### src/rtl/core/abr_pkg.sv
// ----------------------------------------------------------------------------
// abr_pkg
// Shared types, constants and helpers of the adaptive bitrate recommender.
// ----------------------------------------------------------------------------
package abr_pkg;

	localparam int RATE_W  = 34;
	localparam int LOSS_W  = 17;
	localparam int RTT_W   = 24;
	localparam int BUF_W   = 32;
	// operand width of the divide-by-five units (largest is target times 19)
	localparam int DIV_W   = RATE_W + 5;
	// register stages inside one divide-by-five unit
	localparam int DIV_LAT = 3;

	localparam logic [RATE_W-1:0] MIN_RATE_RST = 34'd500000;
	localparam logic [RATE_W-1:0] MAX_RATE_RST = 34'd8000000;

	localparam logic [LOSS_W-1:0] LOSS_HEAVY_TH = 17'd5000;
	localparam logic [LOSS_W-1:0] LOSS_MID_TH   = 17'd2000;
	localparam logic [LOSS_W-1:0] LOSS_LIGHT_TH = 17'd500;
	localparam logic [RTT_W-1:0]  RTT_HEAVY_TH  = 24'd300000;
	localparam logic [RTT_W-1:0]  RTT_LIGHT_TH  = 24'd200000;

	typedef enum logic {
		REG_MIN_RATE,
		REG_MAX_RATE
	} abr_reg_t;

	typedef enum logic [1:0] {
		SCL_NONE,
		SCL_LIGHT,
		SCL_MID,
		SCL_HEAVY
	} abr_scl_t;

	typedef struct packed {
		logic                up;
		abr_scl_t            rtt_sel;
		logic                buf_hit;
	} abr_flags_t;

	typedef struct packed {
		logic [RATE_W:0]     hi;
		logic [RATE_W-1:0]   lo;
		logic                up;
	} abr_bnd_t;

	typedef struct packed {
		abr_bnd_t            bnd;
		logic                buf_hit;
	} abr_side_t;

	// quotient fix-up for a small remainder left by the estimate
	function automatic logic [3:0] div5_fix(input logic [5:0] r);
		logic [3:0] c;
		c = '0;
		for (int k = 1; k <= 12; k++) begin
			if (r >= 6'(5 * k))
				c = c + 4'd1;
		end
		return c;
	endfunction

endpackage

### src/rtl/core/adaptive_bitrate_recommender.sv
// ----------------------------------------------------------------------------
// adaptive_bitrate_recommender
// Recommends a bitrate from one link-statistics sample and the rate in use.
// ----------------------------------------------------------------------------
// One transaction is accepted every cycle while results are being taken. The
// pipeline is one input stage, three chained divide-by-five units of three
// stages each (loss, round trip and buffer scaling, the rate limits riding
// along in the first), each behind its own numerator register, a limit stage
// and the output register. All stages advance together, so the only stall is
// a result held in the output register that the sink has not taken. min_rate
// and max_rate are written through the cfg port; the user must write them only
// while no sample is in flight, which the block itself does not enforce.
module adaptive_bitrate_recommender import abr_pkg::*; (
	input  logic              clk,
	input  logic              arst_n,
	input  logic              cfg_we,
	input  logic              cfg_idx,
	input  logic [RATE_W-1:0] cfg_wdata,
	input  logic              in_valid,
	output logic              in_ready,
	input  logic              link_up,
	input  logic [RATE_W-1:0] bandwidth_bps,
	input  logic [LOSS_W-1:0] loss_milli_pct,
	input  logic [RTT_W-1:0]  rtt_us,
	input  logic [BUF_W-1:0]  buf_free_bytes,
	input  logic [BUF_W-1:0]  buf_size_bytes,
	input  logic [RATE_W-1:0] current_rate,
	output logic              out_valid,
	input  logic              out_ready,
	output logic [RATE_W-1:0] recommended_rate
);

	logic              adv;
	logic [RATE_W-1:0] min_rate_q, max_rate_q;

	// input stage
	logic [RATE_W+1:0] bw3, bfree10;
	abr_scl_t          loss_sel, rtt_sel;
	logic              v_s1;
	logic [RATE_W-1:0] t0_s1, cur_s1;
	abr_scl_t          loss_sel_s1;
	abr_flags_t        flags_s1;

	// loss numerator and rate limit numerators
	logic [4:0]        l_num;
	logic [1:0]        l_sh;
	logic [DIV_W-1:0]  l_prod, cur6, cur7;
	logic              v_s2;
	logic [DIV_W-1:0]  nl_s2, nh_s2, nlo_s2;
	abr_flags_t        flags_s2;

	logic [DIV_W-1:0]  ql, qh, qlo;
	logic              v_g1;
	abr_flags_t        flags_g1;

	// rtt numerator
	logic [4:0]        r_num;
	logic [1:0]        r_sh;
	logic [DIV_W-1:0]  r_prod;
	logic              v_s6;
	logic [DIV_W-1:0]  nr_s6;
	abr_side_t         side_s6;

	logic [DIV_W-1:0]  qr;
	logic              v_g2;
	abr_side_t         side_g2;

	// buffer numerator
	logic [DIV_W-1:0]  b_prod;
	logic              v_s10;
	logic [DIV_W-1:0]  nb_s10;
	abr_bnd_t          bnd_s10;

	logic [DIV_W-1:0]  qb;
	logic              v_g3;
	abr_bnd_t          bnd_g3;

	// limit and clamp
	logic [RATE_W-1:0] t3;
	logic [RATE_W:0]   t4, tm;
	logic              v_s14, up_s14;
	logic [RATE_W:0]   t4_s14;
	logic              v_s15;
	logic [RATE_W-1:0] out_s15;

	assign adv      = !v_s15 || out_ready;
	assign in_ready = adv;

	// configuration registers
	always_ff @(posedge clk or negedge arst_n) begin
		if (!arst_n) begin
			min_rate_q <= MIN_RATE_RST;
			max_rate_q <= MAX_RATE_RST;
		end else if (cfg_we) begin
			unique case (abr_reg_t'(cfg_idx))
				REG_MIN_RATE: min_rate_q <= cfg_wdata;
				REG_MAX_RATE: max_rate_q <= cfg_wdata;
				default: ;
			endcase
		end
	end

	// stage 1: base target, step selection, buffer test
	always_comb begin
		bw3     = {2'b00, bandwidth_bps} + {1'b0, bandwidth_bps, 1'b0};
		bfree10 = {1'b0, buf_free_bytes, 3'b000} + {3'b000, buf_free_bytes, 1'b0};
		if (loss_milli_pct > LOSS_HEAVY_TH)
			loss_sel = SCL_HEAVY;
		else if (loss_milli_pct > LOSS_MID_TH)
			loss_sel = SCL_MID;
		else if (loss_milli_pct > LOSS_LIGHT_TH)
			loss_sel = SCL_LIGHT;
		else
			loss_sel = SCL_NONE;
		if (rtt_us > RTT_HEAVY_TH)
			rtt_sel = SCL_HEAVY;
		else if (rtt_us > RTT_LIGHT_TH)
			rtt_sel = SCL_LIGHT;
		else
			rtt_sel = SCL_NONE;
	end

	always_ff @(posedge clk or negedge arst_n) begin
		if (!arst_n) begin
			v_s1  <= 1'b0;
			v_s2  <= 1'b0;
			v_s6  <= 1'b0;
			v_s10 <= 1'b0;
			v_s14 <= 1'b0;
			v_s15 <= 1'b0;
		end else if (adv) begin
			v_s1  <= in_valid;
			v_s2  <= v_s1;
			v_s6  <= v_g1;
			v_s10 <= v_g2;
			v_s14 <= v_g3;
			v_s15 <= v_s14;
		end
	end

	always_ff @(posedge clk) begin
		if (adv) begin
			t0_s1            <= bw3[RATE_W+1:2];
			cur_s1           <= current_rate;
			loss_sel_s1      <= loss_sel;
			flags_s1.up      <= link_up;
			flags_s1.rtt_sel <= rtt_sel;
			flags_s1.buf_hit <= (buf_size_bytes != '0) &&
				(bfree10 < {4'b0000, buf_size_bytes});
		end
	end

	// stage 2: every scale is (x * num) >> sh, then divided by five
	always_comb begin
		case (loss_sel_s1)
			SCL_HEAVY: begin l_num = 5'd7;  l_sh = 2'd1; end
			SCL_MID:   begin l_num = 5'd17; l_sh = 2'd2; end
			SCL_LIGHT: begin l_num = 5'd19; l_sh = 2'd2; end
			default:   begin l_num = 5'd5;  l_sh = 2'd0; end
		endcase
		l_prod = DIV_W'(t0_s1) * DIV_W'(l_num);
		cur6   = {3'b000, cur_s1, 2'b00} + {4'b0000, cur_s1, 1'b0};
		cur7   = {2'b00, cur_s1, 3'b000} - {5'b00000, cur_s1};
	end

	always_ff @(posedge clk) begin
		if (adv) begin
			nl_s2    <= l_prod >> l_sh;
			nh_s2    <= cur6;
			nlo_s2   <= cur7 >> 1;
			flags_s2 <= flags_s1;
		end
	end

	abr_div5 #(.W(DIV_W)) u_div_loss (.clk(clk), .en(adv), .n(nl_s2), .q(ql));
	abr_div5 #(.W(DIV_W)) u_div_hi   (.clk(clk), .en(adv), .n(nh_s2), .q(qh));
	abr_div5 #(.W(DIV_W)) u_div_lo   (.clk(clk), .en(adv), .n(nlo_s2), .q(qlo));

	abr_delay #(.W($bits(abr_flags_t)), .DEPTH(DIV_LAT)) u_dly_loss (
		.clk(clk), .arst_n(arst_n), .en(adv),
		.vld_in(v_s2), .d(flags_s2), .vld_out(v_g1), .q(flags_g1)
	);

	// stage 6: rtt numerator
	always_comb begin
		case (flags_g1.rtt_sel)
			SCL_HEAVY: begin r_num = 5'd9;  r_sh = 2'd1; end
			SCL_LIGHT: begin r_num = 5'd19; r_sh = 2'd2; end
			default:   begin r_num = 5'd5;  r_sh = 2'd0; end
		endcase
		r_prod = DIV_W'(ql[RATE_W-1:0]) * DIV_W'(r_num);
	end

	always_ff @(posedge clk) begin
		if (adv) begin
			nr_s6           <= r_prod >> r_sh;
			side_s6.bnd.hi  <= qh[RATE_W:0];
			side_s6.bnd.lo  <= qlo[RATE_W-1:0];
			side_s6.bnd.up  <= flags_g1.up;
			side_s6.buf_hit <= flags_g1.buf_hit;
		end
	end

	abr_div5 #(.W(DIV_W)) u_div_rtt (.clk(clk), .en(adv), .n(nr_s6), .q(qr));

	abr_delay #(.W($bits(abr_side_t)), .DEPTH(DIV_LAT)) u_dly_rtt (
		.clk(clk), .arst_n(arst_n), .en(adv),
		.vld_in(v_s6), .d(side_s6), .vld_out(v_g2), .q(side_g2)
	);

	// stage 10: buffer numerator, 4 when the buffer is nearly full
	assign b_prod = side_g2.buf_hit ? {3'b000, qr[RATE_W-1:0], 2'b00} :
		({3'b000, qr[RATE_W-1:0], 2'b00} + DIV_W'(qr[RATE_W-1:0]));

	always_ff @(posedge clk) begin
		if (adv) begin
			nb_s10  <= b_prod;
			bnd_s10 <= side_g2.bnd;
		end
	end

	abr_div5 #(.W(DIV_W)) u_div_buf (.clk(clk), .en(adv), .n(nb_s10), .q(qb));

	abr_delay #(.W($bits(abr_bnd_t)), .DEPTH(DIV_LAT)) u_dly_buf (
		.clk(clk), .arst_n(arst_n), .en(adv),
		.vld_in(v_s10), .d(bnd_s10), .vld_out(v_g3), .q(bnd_g3)
	);

	// stage 14: rate limit; hi is never below current rate and lo never above
	always_comb begin
		t3 = qb[RATE_W-1:0];
		if ({1'b0, t3} > bnd_g3.hi)
			t4 = bnd_g3.hi;
		else if (t3 < bnd_g3.lo)
			t4 = {1'b0, bnd_g3.lo};
		else
			t4 = {1'b0, t3};
	end

	always_ff @(posedge clk) begin
		if (adv) begin
			t4_s14 <= t4;
			up_s14 <= bnd_g3.up;
		end
	end

	// stage 15: clamp to min then max, or min when the link is down
	assign tm = (t4_s14 < {1'b0, min_rate_q}) ? {1'b0, min_rate_q} : t4_s14;

	always_ff @(posedge clk) begin
		if (adv) begin
			if (!up_s14)
				out_s15 <= min_rate_q;
			else if (tm > {1'b0, max_rate_q})
				out_s15 <= max_rate_q;
			else
				out_s15 <= tm[RATE_W-1:0];
		end
	end

	assign out_valid        = v_s15;
	assign recommended_rate = out_s15;

	// a result is either within max_rate or the link-down minimum
	a_out_bound: assert property (@(posedge clk) disable iff (!arst_n)
		out_valid |-> (recommended_rate <= max_rate_q) ||
			(recommended_rate == min_rate_q))
		else $error("recommended rate above max_rate");

	// an empty output register never blocks the input side
	a_no_idle_stall: assert property (@(posedge clk) disable iff (!arst_n)
		!out_valid |-> in_ready)
		else $error("input stalled with empty output register");

	// an accepted transaction always enters the first stage
	a_enter: assert property (@(posedge clk) disable iff (!arst_n)
		(in_valid && in_ready) |=> v_s1)
		else $error("accepted transaction lost at first stage");

endmodule

### src/rtl/core/abr_div5.sv
// ----------------------------------------------------------------------------
// abr_div5
// Three-stage unsigned divide by five: shift-add reciprocal estimate,
// then a remainder based correction.
// ----------------------------------------------------------------------------
module abr_div5 import abr_pkg::*; #(
	parameter int W = DIV_W
) (
	input  logic         clk,
	input  logic         en,
	input  logic [W-1:0] n,
	output logic [W-1:0] q
);

	logic [W-1:0] a, b, c, d, e, qe;
	logic [5:0]   qe5, r;

	logic [W-1:0] b_s1;
	logic [W-1:0] d_s2;
	logic [5:0]   nl_s1, nl_s2;
	logic [W-1:0] q_s3;

	// estimate never exceeds the true quotient and trails it by at most two
	always_comb begin
		a = (n >> 1) + (n >> 2);
		b = a + (a >> 4);
		c = b_s1 + (b_s1 >> 8);
		d = c + (c >> 16);
		e = d_s2 + (d_s2 >> 32);
		qe = e >> 2;
		qe5 = {qe[3:0], 2'b00} + qe[5:0];
		r = nl_s2 - qe5;
	end

	always_ff @(posedge clk) begin
		if (en) begin
			b_s1  <= b;
			nl_s1 <= n[5:0];
			d_s2  <= d;
			nl_s2 <= nl_s1;
			q_s3  <= qe + W'(div5_fix(r));
		end
	end

	assign q = q_s3;

endmodule

### src/rtl/core/abr_delay.sv
// ----------------------------------------------------------------------------
// abr_delay
// Valid bit and sideband delay line that runs beside a divide unit.
// ----------------------------------------------------------------------------
module abr_delay #(
	parameter int W     = 1,
	parameter int DEPTH = 3
) (
	input  logic         clk,
	input  logic         arst_n,
	input  logic         en,
	input  logic         vld_in,
	input  logic [W-1:0] d,
	output logic         vld_out,
	output logic [W-1:0] q
);

	logic [DEPTH-1:0] vld_q;
	logic [W-1:0]     dat_q [DEPTH];

	always_ff @(posedge clk or negedge arst_n) begin
		if (!arst_n) begin
			vld_q <= '0;
		end else if (en) begin
			vld_q[0] <= vld_in;
			for (int i = 1; i < DEPTH; i++)
				vld_q[i] <= vld_q[i-1];
		end
	end

	always_ff @(posedge clk) begin
		if (en) begin
			dat_q[0] <= d;
			for (int i = 1; i < DEPTH; i++)
				dat_q[i] <= dat_q[i-1];
		end
	end

	assign vld_out = vld_q[DEPTH-1];
	assign q       = dat_q[DEPTH-1];

endmodule
### config.mk
export PLATFORM = sky130hd
export DESIGN_NAME = adaptive_bitrate_recommender
export DESIGN_NICKNAME = d
export VERILOG_FILES = /design/src/rtl/core/abr_pkg.sv /design/src/rtl/core/adaptive_bitrate_recommender.sv /design/src/rtl/core/abr_div5.sv /design/src/rtl/core/abr_delay.sv
export SDC_FILE = /design/constraint.sdc
export NUM_CORES = 2
export LEC_CHECK = 0
export ABC_CLOCK_PERIOD_IN_PS = 131300
export BUFFER_PORTS_ARGS = -buffer_cell sky130_fd_sc_hd__buf_2
export CAP_MARGIN = 20
export CORE_ASPECT_RATIO = 1.75
export CORE_MARGIN = 10
export CORE_UTILIZATION = 45
export CTS_CLUSTER_DIAMETER = 120
export CTS_CLUSTER_SIZE = 14
export DETAILED_ROUTE_END_ITERATION = 8
export SLEW_MARGIN = 20
export SYNTH_ARGS = -nofsm -noshare
export SYNTH_HDL_FRONTEND = slang
export SYNTH_HIERARCHICAL = 1
export SYNTH_SLANG_ARGS = --single-unit
### constraint.sdc
create_clock -name clk -period 131.3 [get_ports clk]
set_input_delay 13.13 -clock clk [delete_from_list [all_inputs] [get_ports clk]]
set_output_delay 13.13 -clock clk [all_outputs]
set_load 0.01 [all_outputs]
### After elaboration in Yosys (flattened, before gate mapping)

Memories as Yosys holds them, arrays and structs flattened.
Cells that the tools add are included.

| word-level totals | value |
|---|---|
| bits of input ports | 214 |
| output and inout port bits | 36 |
| word-level logic and storage cells | 388 |
| flip-flop bits (word level) | 1185 |
| memories kept | 3 |
| RAM bits | 435 |

Memory list:

| memory | words | width | read ports | clocked after Yosys merged registers in | write ports | RTL line | RTL |
|---|---|---|---|---|---|---|---|
| u_dly_rtt.dat_q | 3 | 71 | 3 | 0 | 3 | abr_delay.sv:19 | `logic [W-1:0] dat_q [DEPTH];` |
| u_dly_buf.dat_q | 3 | 70 | 3 | 0 | 3 | abr_delay.sv:19 |  |
| u_dly_loss.dat_q | 3 | 4 | 3 | 0 | 3 | abr_delay.sv:19 |  |

| cells by class | value |
|---|---|
| equal/unequal tests | 5 |
| order comparisons | 70 |
| bitwise gates (word level) | 1 |
| mux-type cells | 135 |
| add/subtract/negate cells | 100 |
| $mul | 2 |
| reductions and logical operators | 8 |
| shift-type cells | 2 |

Operator list:

| kind | count |
|---|---|
| two-way mux 4 bit | 115 |
| adder 4 x 1 -> 4 bit, second input constant | 55 |
| adder 39 x 23 -> 39 bit | 5 |
| adder 39 x 31 -> 39 bit | 5 |
| adder 39 x 35 -> 39 bit | 5 |
| greater-or-equal comparator 6 bit, second input constant | 30 |
| adder 36 x 7 -> 36 bit | 4 |
| adder 34 x 4 -> 34 bit | 4 |
| adder 38 x 37 -> 39 bit | 3 |
| two-way mux 34 bit | 3 |
| greater-or-equal comparator 6 x 5 -> 1 bit, second input constant | 15 |
| multiplier 34 x 5 -> 39 bit | 2 |
| >> shifter 39 x 2 -> 39 bit | 2 |
| adder 36 x 35 -> 37 bit | 2 |
| two-way mux 35 bit | 2 |
| greater-or-equal comparator 6 x 4 -> 1 bit, second input constant | 10 |
| adder 37 x 36 -> 38 bit | 1 |
| subtractor 37 x 34 -> 38 bit | 1 |
| adder 36 x 34 -> 37 bit | 1 |
| adder 37 x 7 -> 37 bit | 1 |
| adder 34 x 35 -> 36 bit | 1 |
| adder 35 x 33 -> 36 bit | 1 |
| < comparator 36 x 32 -> 1 bit | 1 |
| two-way mux 36 bit | 1 |
| other kinds (26) | 53 |

### Depth between registers and ports, before layout

| logic depth | value |
|---|---|
| depth in word-level cells | 40 |
| depth in mapped cells | 62 |
| gate-level depth less buffers | 61 |

### Modules after synthesis

Netlist, hierarchy kept.

By module, submodules not included:

| module | area each (sq um) | instances | cells each | sequential area each (sq um) |
|---|---|---|---|---|
| adaptive_bitrate_recommender | 43071.3 | 1 | 4231 | 16163.0 |
| abr_div5 at u_div_loss ... | 13568.0 | 2 | 1493 | 3843.7 |
| abr_div5 at u_div_lo | 12856.1 | 1 | 1374 | 3843.7 |
| abr_div5 at u_div_buf | 12852.3 | 1 | 1410 | 3843.7 |
| abr_div5 at u_div_hi | 12752.2 | 1 | 1366 | 3843.7 |
| abr_delay at u_dly_rtt | 7038.0 | 1 | 290 | 6471.2 |
| abr_delay at u_dly_buf | 6940.4 | 1 | 286 | 6381.1 |
| abr_delay at u_dly_loss | 499.2 | 1 | 22 | 435.4 |

### Worst setup path after synthesis

OpenSTA, ideal clock, no wires.

| timing path | value |
|---|---|
| kind | input to output |
| start | input port out_ready |
| end | output port in_ready |
| stages on the path | 2 |
| slack | 62.630 ns |
| data required time | 118.170 ns |
| arrival | 55.540 ns |
| path buffers | 1 |
| cell sequence | nand2b_1 > clkbuf_1 |

| on the way | value |
|---|---|
| cells in the longest elaborated chain, start to end | 1 |

RTL lines:

| element | RTL line | RTL |
|---|---|---|
| start: declaration | adaptive_bitrate_recommender.sv:29 | `input logic out_ready,` |
| logical OR 1 bit | adaptive_bitrate_recommender.sv:86 | `assign adv = !v_s15 \|\| out_ready;` |
| end: declaration | adaptive_bitrate_recommender.sv:20 | `output logic in_ready,` |

No other way between the ends.

### Worst setup path in the final report

Same ends and word-level chain as after synthesis.

==> impl_results.md <==
* Die area at 293000 um^2
* Detail-routed via count per cell at ~5.6
* DR pass1 iterations at 6
* Slew margin rel. at 26.8%
* Htree depth at 4
* Routability cong. at 0.927
* CP max FO at slightly above 40
* Skew-Pair Late Insertion Delay at approximately 0.85 ns
* Drt total wl at 288000 um
* Crit path max-delay family: simple AND/OR/NAND/NOR gates
* Final max-slew violation count at 0
* Fin crit period at between 20 and 30 ns
* Core box area at about 270000 um^2
* Drt wl/cell at between 15 and 20 um
* CP startpoint kind: input port
* CTS Hold Bufs at 0
* RR Startpoint: u_div_loss/d_s2[34]$_DFFE_PP_
* Outcome: completed
* Starting DRT DRC Count at 4055
* WP data required at between 100 and 150 ns
* Cells along the critical path: buf_2 -> nand2b_4 -> buf_2
* Worst path max stage delay at 0.47 ns
* Die width at 414 um
* Clk buf depth at 4
* Post-route antenna net violation count at 0
* # clock sinks at 1615
* Clock transition at path regs at 0.06 ns
* Overall Global Routing Usage at 19.1%
* Kind of critical path: in2out
* Synthesized instance count at 11880
* First-pass GRT wire length at around 460000 um
* Nets at 13630
* Setup crit end kind: output port
* # port buffers at ~250
* Grt ovf at 0
* Crit-path slowest cell: nand2b_4
* Crit path from: out_ready
* Initial antenna violation count at 16
* Row cnt at around 250
* Post-cts repair resize count at 0
* # DRC at 0
* Hold wc startpoint: bnd_s10[38]$_DFFE_PP_
* Vias in the first global route at 89942
* Clock root cell: clkbuf_16
* Setup_tns at 0 ns
* Max-cap violations at 0
* Hold/Removal Path Class: reg2reg
* Final worst-path cycle share at 20.6%
* Via count at 87093
* Syn-to-layout area delta at 6.59%
* Clk_skew at about 0.10 ns
* Yosys warns at 6
* Largest net degree at the start of global routing at 175
* Die Ht at 709 um
* Number of setup violations in the final report at 0
* Critical path arrival at 13.92 ns
* CP Buf/Inv Count at 2
* Final hold vios at 0
* CTS Buf Count at 141
* DP HPWL at 232000 um
* Starting density of the core at 45.1%
* Fmax at 37.0 MHz
* Synthesized area at 122000 um^2
* Syn_area_per_cell at 10.3 um^2
* # Post-CTS Setup Buffers at 0
* CP most frequent cell: buf_2
* Share of layout cells above drive strength 1 at 6.58%
* Num ports at 250
* RSZ-0062 raised after global routing: false
* CTS tree: built
* Worst-Margin Slew at 1.07 ns
==> flip-flops by register name, indices dropped and copies added (netlist names), 37 cells and up <==
register,cells
nr_s6,39
bnd_s10,70
u_div_hi/b_s1,39
nl_s2,39
nlo_s2,37
u_div_loss/d_s2,39
u_div_rtt/b_s1,39
nb_s10,37
u_div_lo/d_s2,39
u_div_buf/b_s1,39
u_dly_rtt/dat_q,213
u_div_buf/d_s2,39
side_s6,71
u_dly_buf/dat_q,210
u_div_lo/b_s1,39
u_div_rtt/d_s2,39
u_div_loss/b_s1,39
u_div_hi/d_s2,39
==> layout by cell type, fill, tap and decap left out, types with 387 or more instances in the layout <==
master	n
a21o_1	546
a21oi_1	867
edfxtp_1	1532
ha_1	1218
inv_1	941
nand2_1	795
nor2_1	683
o21ai_0	573
xnor2_1	791
xor2_1	387
==> worst register-to-register path: cells and delay by family, from the launching register on <==
kind | cells | cell delay, ns
XOR/XNOR | 6 | 1.42
flip-flops | 1 | 0.58
buffers and inverters | 4 | 0.27
AND/OR/NAND/NOR | 17 | 3.30
multiplexers | 1 | 0.26
adder cells (fa/ha/maj) | 13 | 4.32
AO/OA/AOI/OAI | 17 | 3.15
==> path summary, 6_finish.rpt <==
check	cells past startpoint	slack (ns)	end
max in group asynchronous	2	117.97	min_rate_q[4]$_DFFE_PN0P_
hold / removal	0	0.35	u_dly_buf/dat_q[0][38]$_DFFE_PP_
setup / recovery	3	104.25	in_ready
setup reg to reg	58	117.75	u_div_loss/q[33]$_DFFE_PP_
min in group asynchronous	1	12.27	min_rate_q[20]$_DFFE_PN0P_
hold reg to reg	0	0.35	u_dly_buf/dat_q[0][38]$_DFFE_PP_
==> cell type report <==
| class | instances | area, um^2 |
|---|---|---|
| clock inverters | 6 | 62.6 |
| repair buffers | 303 | 1670 |
| clock buffers | 170 | 3660 |
| flip-flops and latches | 1615 | 48100 |
| multi-input cells | 8984 | 68600 |
| fillers | 24757 | 140000 |
| diodes | 22 | 55.1 |
| inverters | 945 | 3550 |
| well taps | 3570 | 4470 |
==> routing by layer <==
layer	vias up	share of wire (%)	GRT usage, %
met5	-	0.021	0
li1	43351	-	-
met3	720	3.6	2.26
met1	41421	37	19.4
met2	1591	54	37.4
met4	10	5.8	9.92
==> stage by stage <==
step / cell area [um^2] / setup slack, ns / utilization [%] / hold slack, ns / std cells
floorplan: 122000 / 63.14 / - / 0.400 / 11903
global placement: 126000 / 104.24 / 46.7 / 0.400 / 15417
detailed placement: 126000 / 104.24 / 46.7 / 0.405 / 15417
CTS: 130000 / 104.23 / 48.1 / 0.347 / 15593
global route: 130000 / 104.17 / 48.1 / 0.354 / 15594
finish: 130000 / 104.25 / 48.1 / 0.355 / 15615
Power is not shown: default switching activity piles up to over one toggle a cycle in this logic, so the estimate is an artifact.
